## config.mk

```make
export PLATFORM = sky130hd
export DESIGN_NAME = tick_sleep_timer_table
export DESIGN_NICKNAME = d
export VERILOG_FILES = /design/src/design/tstt_pkg.sv /design/src/design/tick_sleep_timer_table.sv /design/src/design/tstt_dp.sv /design/src/design/tstt_ctrl.sv
export SDC_FILE = /design/constraint.sdc
export NUM_CORES = 2
export LEC_CHECK = 0
export BUFFER_PORTS_ARGS = -buffer_cell sky130_fd_sc_hd__buf_2
export CORE_UTILIZATION = 50
export DETAILED_ROUTE_END_ITERATION = 8
export PLACE_DENSITY = 0.73
export SLEW_MARGIN = 10
export SYNTH_ARGS = -nofsm -noshare
export SYNTH_HDL_FRONTEND = slang
export SYNTH_SLANG_ARGS = --single-unit
```

## constraint.sdc

```tcl
create_clock -name clk -period 9.3 [get_ports clk]
set_clock_uncertainty 0.2 [all_clocks]
set_input_delay 1.86 -clock clk [delete_from_list [all_inputs] [get_ports clk]]
set_output_delay 1.86 -clock clk [all_outputs]
set_load 0.05 [all_outputs]
```

## src/design/tstt_pkg.sv

```systemverilog
`timescale 1ns / 1ps
// ----------------------------------------------------------------------------
// tstt_pkg: shared types and constants for the tick sleep timer table
// Beat payloads, result codes, controller states and the command/status
// structs that join the controller to the datapath.
// ----------------------------------------------------------------------------
package tstt_pkg;

    localparam int          SLOTS_DEFAULT = 16;
    localparam logic [15:0] SLICE_RESET   = 16'd100;
    localparam logic [29:0] NS_PER_SEC    = 30'd1000000000;
    // largest seconds value whose nanosecond count stays below 2^63
    localparam logic [39:0] SECS_MAX      = 40'd9223372036;
    localparam int          DIV_STEPS     = 64;
    localparam int          CNT_W         = 6;
    localparam int          MUL_W         = 17;

    localparam logic REQ_TICK  = 1'b0;
    localparam logic REQ_SLEEP = 1'b1;

    typedef enum logic [1:0] {
        KIND_WOKEN  = 2'd0,
        KIND_TICK   = 2'd1,
        KIND_ACCEPT = 2'd2,
        KIND_REJECT = 2'd3
    } kind_t;

    typedef struct packed {
        logic        req_type;
        logic [3:0]  thread_slot;
        logic [39:0] duration_seconds;
        logic [29:0] duration_nanos;
    } req_t;

    typedef struct packed {
        logic [1:0] kind;
        logic [3:0] woken_slot;
        logic       yield_now;
        logic       last;
    } rsp_t;

    typedef enum logic [3:0] {
        ST_IDLE,
        ST_SCAN_RD,
        ST_SCAN_CMP,
        ST_TICK_DONE,
        ST_MUL_LO,
        ST_MUL_HI,
        ST_ADD_NS,
        ST_DIV_INIT,
        ST_DIV,
        ST_ROUND,
        ST_SLEEP_DONE,
        ST_REJECT
    } state_t;

    typedef struct packed {
        logic  capture;
        logic  mul_lo;
        logic  mul_hi;
        logic  add_ns;
        logic  div_init;
        logic  div_step;
        logic  wake_write;
        logic  clear_valid;
        logic  out_load;
        kind_t out_kind;
    } ctrl_cmd_t;

    typedef struct packed {
        logic is_sleep;
        logic early_reject;
        logic ns_overflow;
        logic hit;
        logic out_free;
    } dp_status_t;

endpackage

```

## src/design/tick_sleep_timer_table.sv

```systemverilog
`timescale 1ns / 1ps
// Takes one request beat at a time. A tick beat is paced by the
// one-slot-at-a-time scan of the wake time memory over its single
// registered read port. A sleep beat is paced by the 64-step bit-serial
// ceiling divide of the nanosecond count by the time slice; a rejected
// sleep beat skips the divide. A result beat (woken sleeper, tick done,
// accept or reject) waits while the result register is stalled, and so
// holds up its request.
// Results leave through a one-beat register, so the next request is taken
// while the final result of the previous one still waits.
// ----------------------------------------------------------------------------
// tick_sleep_timer_table: tick timer with a sleeper table
// Counts ticks and time slices, turns sleep requests into wake ticks and
// reports woken sleepers in slot order on each tick.
// ----------------------------------------------------------------------------
module tick_sleep_timer_table #(
    parameter int SLOTS = tstt_pkg::SLOTS_DEFAULT
) (
    input  logic            clk,
    input  logic            rst_n,
    input  logic            cfg_wen,
    input  logic [15:0]     cfg_wdata,
    input  logic            req_valid,
    output logic            req_stall,
    input  tstt_pkg::req_t  req_data,
    output logic            rsp_valid,
    input  logic            rsp_stall,
    output tstt_pkg::rsp_t  rsp_data
);

    localparam int IDX_W = (SLOTS > 1) ? $clog2(SLOTS) : 1;

    tstt_pkg::ctrl_cmd_t  cmd;
    tstt_pkg::dp_status_t status;
    logic [IDX_W-1:0]     slot_idx;

    // sequence each request
    tstt_ctrl #(
        .SLOTS (SLOTS)
    ) u_ctrl (
        .clk       (clk),
        .rst_n     (rst_n),
        .req_valid (req_valid),
        .req_stall (req_stall),
        .status    (status),
        .cmd       (cmd),
        .slot_idx  (slot_idx)
    );

    // hold counters, sleeper table and result register
    tstt_dp #(
        .SLOTS (SLOTS)
    ) u_dp (
        .clk       (clk),
        .rst_n     (rst_n),
        .cfg_wen   (cfg_wen),
        .cfg_wdata (cfg_wdata),
        .req_data  (req_data),
        .cmd       (cmd),
        .slot_idx  (slot_idx),
        .status    (status),
        .rsp_valid (rsp_valid),
        .rsp_stall (rsp_stall),
        .rsp_data  (rsp_data)
    );

endmodule

```

## src/design/tstt_dp.sv

```systemverilog
`timescale 1ns / 1ps
// ----------------------------------------------------------------------------
// tstt_dp: datapath of the tick sleep timer table
// Tick and slice counters, time slice register, request latch, duration
// multiply, bit-serial ceiling divide, wake time memory, valid bits and the
// result register.
// ----------------------------------------------------------------------------
module tstt_dp #(
    parameter int SLOTS = tstt_pkg::SLOTS_DEFAULT
) (
    input  logic                               clk,
    input  logic                               rst_n,
    input  logic                               cfg_wen,
    input  logic [15:0]                        cfg_wdata,
    input  tstt_pkg::req_t                     req_data,
    input  tstt_pkg::ctrl_cmd_t                cmd,
    input  logic [((SLOTS > 1) ? $clog2(SLOTS) : 1)-1:0] slot_idx,
    output tstt_pkg::dp_status_t               status,
    output logic                               rsp_valid,
    input  logic                               rsp_stall,
    output tstt_pkg::rsp_t                     rsp_data
);

    localparam int IDX_W   = (SLOTS > 1) ? $clog2(SLOTS) : 1;
    localparam int SCMP_W  = 7;

    // state
    logic [63:0]          tick_reg;
    logic [16:0]          slice_reg;
    logic                 yield_reg;
    logic [15:0]          time_slice_reg;
    tstt_pkg::req_t       req_reg;
    logic [63:0]          acc_reg;
    logic [15:0]          rem_reg;
    logic [SLOTS-1:0]     valid_reg;
    logic [63:0]          wake_mem [SLOTS];
    logic [63:0]          rd_reg;
    logic                 out_valid_reg;
    tstt_pkg::rsp_t       out_reg;

    // next values and helpers
    logic [63:0]          tick_next;
    logic [16:0]          slice_inc;
    logic [16:0]          slice_next;
    logic                 yield_next;
    logic [15:0]          divisor;
    logic [16:0]          div_ext;
    logic [16:0]          part_rem;
    logic                 part_ge;
    logic [15:0]          rem_next;
    logic [tstt_pkg::MUL_W-1:0] mul_a;
    logic [46:0]          product;
    logic [63:0]          acc_next;
    logic [64:0]          wake_sum;
    logic [63:0]          wake_next;
    logic [IDX_W-1:0]     wr_idx;
    tstt_pkg::rsp_t       out_next;

    // advance tick and slice counts, flag yield when the slice runs out
    always_comb
    begin
        tick_next  = tick_reg + 64'd1;
        slice_inc  = slice_reg + 17'd1;
        yield_next = (slice_inc > {1'b0, time_slice_reg});
        slice_next = yield_next ? 17'd0 : slice_inc;
    end

    // pick one half of the seconds for the shared multiplier
    always_comb
    begin
        mul_a   = cmd.mul_hi ? req_reg.duration_seconds[33:17]
                             : req_reg.duration_seconds[16:0];
        product = {30'd0, mul_a} * {17'd0, tstt_pkg::NS_PER_SEC};
    end

    // one restoring divide step: shift in the next dividend bit
    always_comb
    begin
        divisor  = (time_slice_reg == 16'd0) ? 16'd1 : time_slice_reg;
        div_ext  = {1'b0, divisor};
        part_rem = {rem_reg, acc_reg[63]};
        part_ge  = (part_rem >= div_ext);
        rem_next = part_ge ? 16'(part_rem - div_ext) : part_rem[15:0];
    end

    // accumulator: product halves, nanos, then quotient bits
    always_comb
    begin
        acc_next = acc_reg;
        if (cmd.mul_lo)
        begin
            acc_next = 64'(product);
        end
        else if (cmd.mul_hi)
        begin
            acc_next = acc_reg + (64'(product) << 17);
        end
        else if (cmd.add_ns)
        begin
            acc_next = acc_reg + 64'(req_reg.duration_nanos);
        end
        else if (cmd.div_step)
        begin
            acc_next = {acc_reg[62:0], part_ge};
        end
    end

    // round the quotient up and add it to the tick count, saturating
    always_comb
    begin
        wake_sum  = {1'b0, tick_reg} + {1'b0, acc_reg} + 65'(rem_reg != 16'd0);
        wake_next = wake_sum[64] ? {64{1'b1}} : wake_sum[63:0];
        wr_idx    = IDX_W'(req_reg.thread_slot);
    end

    // build the result beat
    always_comb
    begin
        out_next.kind       = cmd.out_kind;
        out_next.woken_slot = (cmd.out_kind == tstt_pkg::KIND_WOKEN) ? 4'(slot_idx) : 4'd0;
        out_next.yield_now  = (cmd.out_kind == tstt_pkg::KIND_TICK) ? yield_reg : 1'b0;
        out_next.last       = (cmd.out_kind != tstt_pkg::KIND_WOKEN);
    end

    // control registers
    always_ff @(posedge clk or negedge rst_n)
    begin
        if (!rst_n)
        begin
            tick_reg       <= 64'd0;
            slice_reg      <= 17'd0;
            yield_reg      <= 1'b0;
            time_slice_reg <= tstt_pkg::SLICE_RESET;
            valid_reg      <= '0;
            out_valid_reg  <= 1'b0;
        end
        else
        begin
            if (cfg_wen)
            begin
                time_slice_reg <= cfg_wdata;
            end
            if (cmd.capture && (req_data.req_type == tstt_pkg::REQ_TICK))
            begin
                tick_reg  <= tick_next;
                slice_reg <= slice_next;
                yield_reg <= yield_next;
            end
            if (cmd.wake_write)
            begin
                valid_reg[wr_idx] <= 1'b1;
            end
            else if (cmd.clear_valid)
            begin
                valid_reg[slot_idx] <= 1'b0;
            end
            if (cmd.out_load)
            begin
                out_valid_reg <= 1'b1;
            end
            else if (!rsp_stall)
            begin
                out_valid_reg <= 1'b0;
            end
        end
    end

    // payload registers
    always_ff @(posedge clk)
    begin
        if (cmd.capture)
        begin
            req_reg <= req_data;
        end
        acc_reg <= acc_next;
        if (cmd.div_init)
        begin
            rem_reg <= 16'd0;
        end
        else if (cmd.div_step)
        begin
            rem_reg <= rem_next;
        end
        if (cmd.out_load)
        begin
            out_reg <= out_next;
        end
    end

    // wake time memory: one write port, one registered read port
    always_ff @(posedge clk)
    begin
        if (cmd.wake_write)
        begin
            wake_mem[wr_idx] <= wake_next;
        end
        rd_reg <= wake_mem[slot_idx];
    end

    // status back to the controller
    always_comb
    begin
        status.is_sleep     = (req_data.req_type == tstt_pkg::REQ_SLEEP);
        status.early_reject = (SCMP_W'(req_reg.thread_slot) >= SCMP_W'(SLOTS))
                           || (req_reg.duration_seconds > tstt_pkg::SECS_MAX);
        status.ns_overflow  = acc_reg[63];
        status.hit          = valid_reg[slot_idx] && (rd_reg <= tick_reg);
        status.out_free     = !out_valid_reg || !rsp_stall;
    end

    assign rsp_valid = out_valid_reg;
    assign rsp_data  = out_reg;

endmodule

```

## src/design/tstt_ctrl.sv

```systemverilog
`timescale 1ns / 1ps
// ----------------------------------------------------------------------------
// tstt_ctrl: controller of the tick sleep timer table
// Sequences the slot scan of a tick and the multiply, divide and wake time
// update of a sleep request, and issues result beats.
// ----------------------------------------------------------------------------
module tstt_ctrl #(
    parameter int SLOTS = tstt_pkg::SLOTS_DEFAULT
) (
    input  logic                               clk,
    input  logic                               rst_n,
    input  logic                               req_valid,
    output logic                               req_stall,
    input  tstt_pkg::dp_status_t               status,
    output tstt_pkg::ctrl_cmd_t                cmd,
    output logic [((SLOTS > 1) ? $clog2(SLOTS) : 1)-1:0] slot_idx
);

    localparam int IDX_W = (SLOTS > 1) ? $clog2(SLOTS) : 1;

    tstt_pkg::state_t              state_reg;
    tstt_pkg::state_t              state_next;
    logic [IDX_W-1:0]              idx_reg;
    logic [IDX_W-1:0]              idx_next;
    logic [tstt_pkg::CNT_W-1:0]    cnt_reg;
    logic [tstt_pkg::CNT_W-1:0]    cnt_next;
    logic                          accept;
    logic                          last_slot;
    logic                          last_step;

    assign accept    = req_valid && (state_reg == tstt_pkg::ST_IDLE);
    assign last_slot = (idx_reg == IDX_W'(SLOTS - 1));
    assign last_step = (cnt_reg == tstt_pkg::CNT_W'(tstt_pkg::DIV_STEPS - 1));

    // next state
    always_comb
    begin
        state_next = state_reg;
        case (state_reg)
            tstt_pkg::ST_IDLE:
            begin
                if (accept)
                begin
                    state_next = status.is_sleep ? tstt_pkg::ST_MUL_LO : tstt_pkg::ST_SCAN_RD;
                end
            end
            tstt_pkg::ST_SCAN_RD:
            begin
                state_next = tstt_pkg::ST_SCAN_CMP;
            end
            tstt_pkg::ST_SCAN_CMP:
            begin
                if (!status.hit || status.out_free)
                begin
                    state_next = last_slot ? tstt_pkg::ST_TICK_DONE : tstt_pkg::ST_SCAN_RD;
                end
            end
            tstt_pkg::ST_TICK_DONE:
            begin
                if (status.out_free)
                begin
                    state_next = tstt_pkg::ST_IDLE;
                end
            end
            tstt_pkg::ST_MUL_LO:
            begin
                state_next = status.early_reject ? tstt_pkg::ST_REJECT : tstt_pkg::ST_MUL_HI;
            end
            tstt_pkg::ST_MUL_HI:
            begin
                state_next = tstt_pkg::ST_ADD_NS;
            end
            tstt_pkg::ST_ADD_NS:
            begin
                state_next = tstt_pkg::ST_DIV_INIT;
            end
            tstt_pkg::ST_DIV_INIT:
            begin
                state_next = status.ns_overflow ? tstt_pkg::ST_REJECT : tstt_pkg::ST_DIV;
            end
            tstt_pkg::ST_DIV:
            begin
                if (last_step)
                begin
                    state_next = tstt_pkg::ST_ROUND;
                end
            end
            tstt_pkg::ST_ROUND:
            begin
                state_next = tstt_pkg::ST_SLEEP_DONE;
            end
            tstt_pkg::ST_SLEEP_DONE, tstt_pkg::ST_REJECT:
            begin
                if (status.out_free)
                begin
                    state_next = tstt_pkg::ST_IDLE;
                end
            end
            default:
            begin
                state_next = tstt_pkg::ST_IDLE;
            end
        endcase
    end

    // scan index and divide step count
    always_comb
    begin
        idx_next = idx_reg;
        cnt_next = cnt_reg;
        case (state_reg)
            tstt_pkg::ST_IDLE:
            begin
                idx_next = '0;
            end
            tstt_pkg::ST_SCAN_CMP:
            begin
                if ((!status.hit || status.out_free) && !last_slot)
                begin
                    idx_next = idx_reg + IDX_W'(1);
                end
            end
            tstt_pkg::ST_DIV_INIT:
            begin
                cnt_next = '0;
            end
            tstt_pkg::ST_DIV:
            begin
                cnt_next = cnt_reg + tstt_pkg::CNT_W'(1);
            end
            default:
            begin
                idx_next = idx_reg;
            end
        endcase
    end

    // commands to the datapath
    always_comb
    begin
        cmd          = '0;
        cmd.out_kind = tstt_pkg::KIND_WOKEN;
        cmd.capture  = accept;
        case (state_reg)
            tstt_pkg::ST_SCAN_CMP:
            begin
                if (status.hit && status.out_free)
                begin
                    cmd.out_load    = 1'b1;
                    cmd.clear_valid = 1'b1;
                end
            end
            tstt_pkg::ST_TICK_DONE:
            begin
                cmd.out_kind = tstt_pkg::KIND_TICK;
                cmd.out_load = status.out_free;
            end
            tstt_pkg::ST_MUL_LO:
            begin
                cmd.mul_lo = 1'b1;
            end
            tstt_pkg::ST_MUL_HI:
            begin
                cmd.mul_hi = 1'b1;
            end
            tstt_pkg::ST_ADD_NS:
            begin
                cmd.add_ns = 1'b1;
            end
            tstt_pkg::ST_DIV_INIT:
            begin
                cmd.div_init = 1'b1;
            end
            tstt_pkg::ST_DIV:
            begin
                cmd.div_step = 1'b1;
            end
            tstt_pkg::ST_ROUND:
            begin
                cmd.wake_write = 1'b1;
            end
            tstt_pkg::ST_SLEEP_DONE:
            begin
                cmd.out_kind = tstt_pkg::KIND_ACCEPT;
                cmd.out_load = status.out_free;
            end
            tstt_pkg::ST_REJECT:
            begin
                cmd.out_kind = tstt_pkg::KIND_REJECT;
                cmd.out_load = status.out_free;
            end
            default:
            begin
                cmd.out_load = 1'b0;
            end
        endcase
    end

    // state registers
    always_ff @(posedge clk or negedge rst_n)
    begin
        if (!rst_n)
        begin
            state_reg <= tstt_pkg::ST_IDLE;
            idx_reg   <= '0;
            cnt_reg   <= '0;
        end
        else
        begin
            state_reg <= state_next;
            idx_reg   <= idx_next;
            cnt_reg   <= cnt_next;
        end
    end

    assign req_stall = (state_reg != tstt_pkg::ST_IDLE);
    assign slot_idx  = idx_reg;

endmodule
```

==> impl_metrics.tcl <==
set metrics [dict create \
    status "complete, no violations" \
    cts_tree "built" \
    worstMarginPinSlew_ns 1.06 \
    nets 5904 \
    synth_seq_area_share_pct 56.4 \
    drtIter0Drc 4844 \
    dieArea_sq_um 142000 \
    cp-startpoint "u_ctrl.state_reg[3]" \
    grt_pass1_vias 44900 \
    worstReg2RegStart "u_ctrl.state_reg[3]" \
    areaGrowthSynthToFinish_pct 12.0 \
    die_width_microns 377 \
    hold_depth 2 \
    crit_cells 33 \
    worstHoldPathType "register to register" \
    critPathSlowestCell "fa_1" \
    ys_seq_elements 1379 \
    fillCellCount 10900 \
    cts.sinks 1379 \
    avgSynthCellArea_sq_um 13.9 \
    die_h_microns 377 \
    async_flop_share_pct 9.35 \
    finalSetupViolations 0 \
    placed_cells 7010 \
    period_share_pct 96.2 \
    synth_edf_count 1144 \
    grt_max_degree 78 \
    multi_input_area_sq_um 28700 \
    grt_antenna_before_repair 3 \
    initial_core_util_pct 50.5 \
    yosys.area_share.adder_pct 10.9 \
    syn_nets 5696 \
    fin_cells 7280 \
    drv_slew 0 \
    overflow 0 \
    grt_pass1_wl_microns 286000 \
    worstSetupStartpointType "register" \
    timing.slew.headroom_pct 29.0 \
    gp_congestion 0.965 \
    final_common_cell "edfxtp_1" \
    h-tree-depth 4 \
    slowest_delay_ns 0.57 \
    track_usage_pct 27.1 \
    synthCells 5073 \
    synth_compound_area_share_pct 8.54 \
    synth_xor_area_share_pct 3.18 \
    ys.flop_type "edfxtp_1" \
    maxCapViolCount 0 \
    drive_gt1_share_pct 16.0 \
    synth_top_family_by_area "adder cells" \
    ant_nets 0 \
    critPathKind "register to register" \
    cp_num_buf_inv 6 \
    firstDrtPassIters 6 \
    cts.path.max_buffers 3 \
    coreArea_sq_um 140000 \
    cp_data_required_time_ns 9.78 \
    finalHoldViolCount 0 \
    period_needed_ns 8.94 \
    fp-row-count 137 \
    portBuffers 105 \
    dpl.hpwl_microns 126000 \
    clkSlewWorstSetupHoldPaths_ns 0.06 \
    drt-vias-per-instance 6.15 \
    syn-cell-area_sq_um 70400 \
    critical_path.max_fanout 16 \
    max_freq_mhz 112 \
    cp-end-kind "register" \
    drt_wl_total_microns 191000 \
    seq_area_sq_um 39700 \
    final_cell_mix "edfxtp_1 (1144), inv_1 (415), ha_1 (380), nand2_1 (341), mux4_2 (325)" \
    muxShareOfSynthArea_pct 10.7 \
    vias 44800 \
    insertion_delay_ns 0.82 \
    synth.distinct_cells 90 \
    cts_root_buf "clkbuf_16" \
    crit_family "adder cells" \
    yosys_warnings 0 \
    largest_register_ffs 1024 \
    place_area_sq_um 73900 \
    yosys.area_share.simple_pct 7.09 \
    arrival_ns 9.42 \
    cts_buffers 145 \
    hold_start "u_dp.rem_reg[15]" \
    final_cell_area_sq_um 78800 \
    drc 0 \
    io_pins 106 \
    routedWlPerCell_microns 26.3 \
    rr_worst_depth 33 \
]
## stage by stage
| step | TNS (ns) | setup WS, ns | hold WS (ns) | util, % |
|---|---|---|---|---|
| global placement | 0 | 0.452 | 0.262 | 52.9 |
| finish | 0 | 0.358 | 0.280 | 56.5 |
| CTS | 0 | 0.323 | 0.282 | 56.5 |
| global route | -0.105 | -0.0663 | 0.300 | 56.5 |
| floorplan | 0 | 0.0124 | 0.240 | - |
| detailed placement | 0 | 0.389 | 0.273 | 52.9 |
## worst paths after layout
path	to	slack, ns
worst min-delay path	u_dp.rem_reg[15]	0.28
max in group asynchronous	u_dp.tick_reg[25]	6.67
worst max-delay path	u_dp.acc_reg[63]	0.36
min in group asynchronous	u_dp.time_slice_reg[7]	0.89
worst min register to register	u_dp.rem_reg[15]	0.28
worst max register to register	u_dp.acc_reg[63]	0.36
## metal layers
layer  track usage [%]  vias to the layer above  part of all wire [%]
met5                 0                        -                0.0094
met4              9.95                        2                   3.5
met3              4.22                      346                   7.5
met2              43.0                     1971                    47
met1              38.1                    22800                    42
li1                  -                    19700                     -
## synthesized netlist by cell type, drive strengths merged, types with 17 or more instances
| library cell | count | share of area (%) |
|---|---|---|
| o21a | 27 | 0.29 |
| dfxtp | 106 | 3.0 |
| nand4 | 59 | 0.52 |
| buf | 33 | 0.18 |
| nand2b | 40 | 0.36 |
| a211oi | 39 | 0.42 |
| clkbuf | 148 | 0.79 |
| ha | 383 | 6.8 |
| dfrtp | 126 | 4.5 |
| nand3 | 102 | 0.74 |
| and3 | 56 | 0.50 |
| nand2 | 343 | 1.8 |
| nor2 | 216 | 1.2 |
| nor2b | 35 | 0.31 |
| a21o | 117 | 1.2 |
| a21oi | 259 | 1.8 |
| a31oi | 30 | 0.27 |
| nor3 | 70 | 0.51 |
| xnor2 | 171 | 2.1 |
| o21ai | 228 | 1.6 |
| o21bai | 19 | 0.20 |
| mux2i | 19 | 0.27 |
| edfxtp | 1144 | 49 |
| o22a | 17 | 0.21 |
| o211ai | 20 | 0.21 |
| inv | 417 | 2.2 |
| or3 | 23 | 0.21 |
| mux4 | 325 | 10 |
| nor4 | 32 | 0.31 |
| xor2 | 84 | 1.0 |
| fa | 144 | 4.1 |
## tightest hold or removal path: cells and delay by family, from the launching register on
| family | cells | cell delay, ns |
|---|---|---|
| AO/OA/AOI/OAI | 1 | 0.06 |
| flip-flops | 1 | 0.32 |
| AND/OR/NAND/NOR | 1 | 0.06 |
## cells by family after synthesis
group	count (synthesis)
simple gates	1033
flops	1379
mux	346
xor+xnor	255
fa+ha+maj	527
buf+inv	600
compound gates	933
## repair_timing
| item | 4_1_cts | 5_1_grt |
|---|---|---|
| hold buffers | 0 | 0 |
| endpoints found under the setup margin | 0 | 4 |
| buffers inserted | 0 | 0 |
| gates resized for setup | 0 | 12 |
## area by class of cell
type                       count  share of cell area (%)
multi-input combinational   3094                    36.4
timing repair buffer         242                    2.01
sequential                  1379                    50.4
inverter                     419                    2.00
antenna                        1                 0.00317
clock buffer                 198                    5.12
clock inverter                71                    1.13
tap                         1876                    2.98
Power is not shown: default switching activity piles up to over one toggle a cycle in this logic, so the estimate is an artifact.
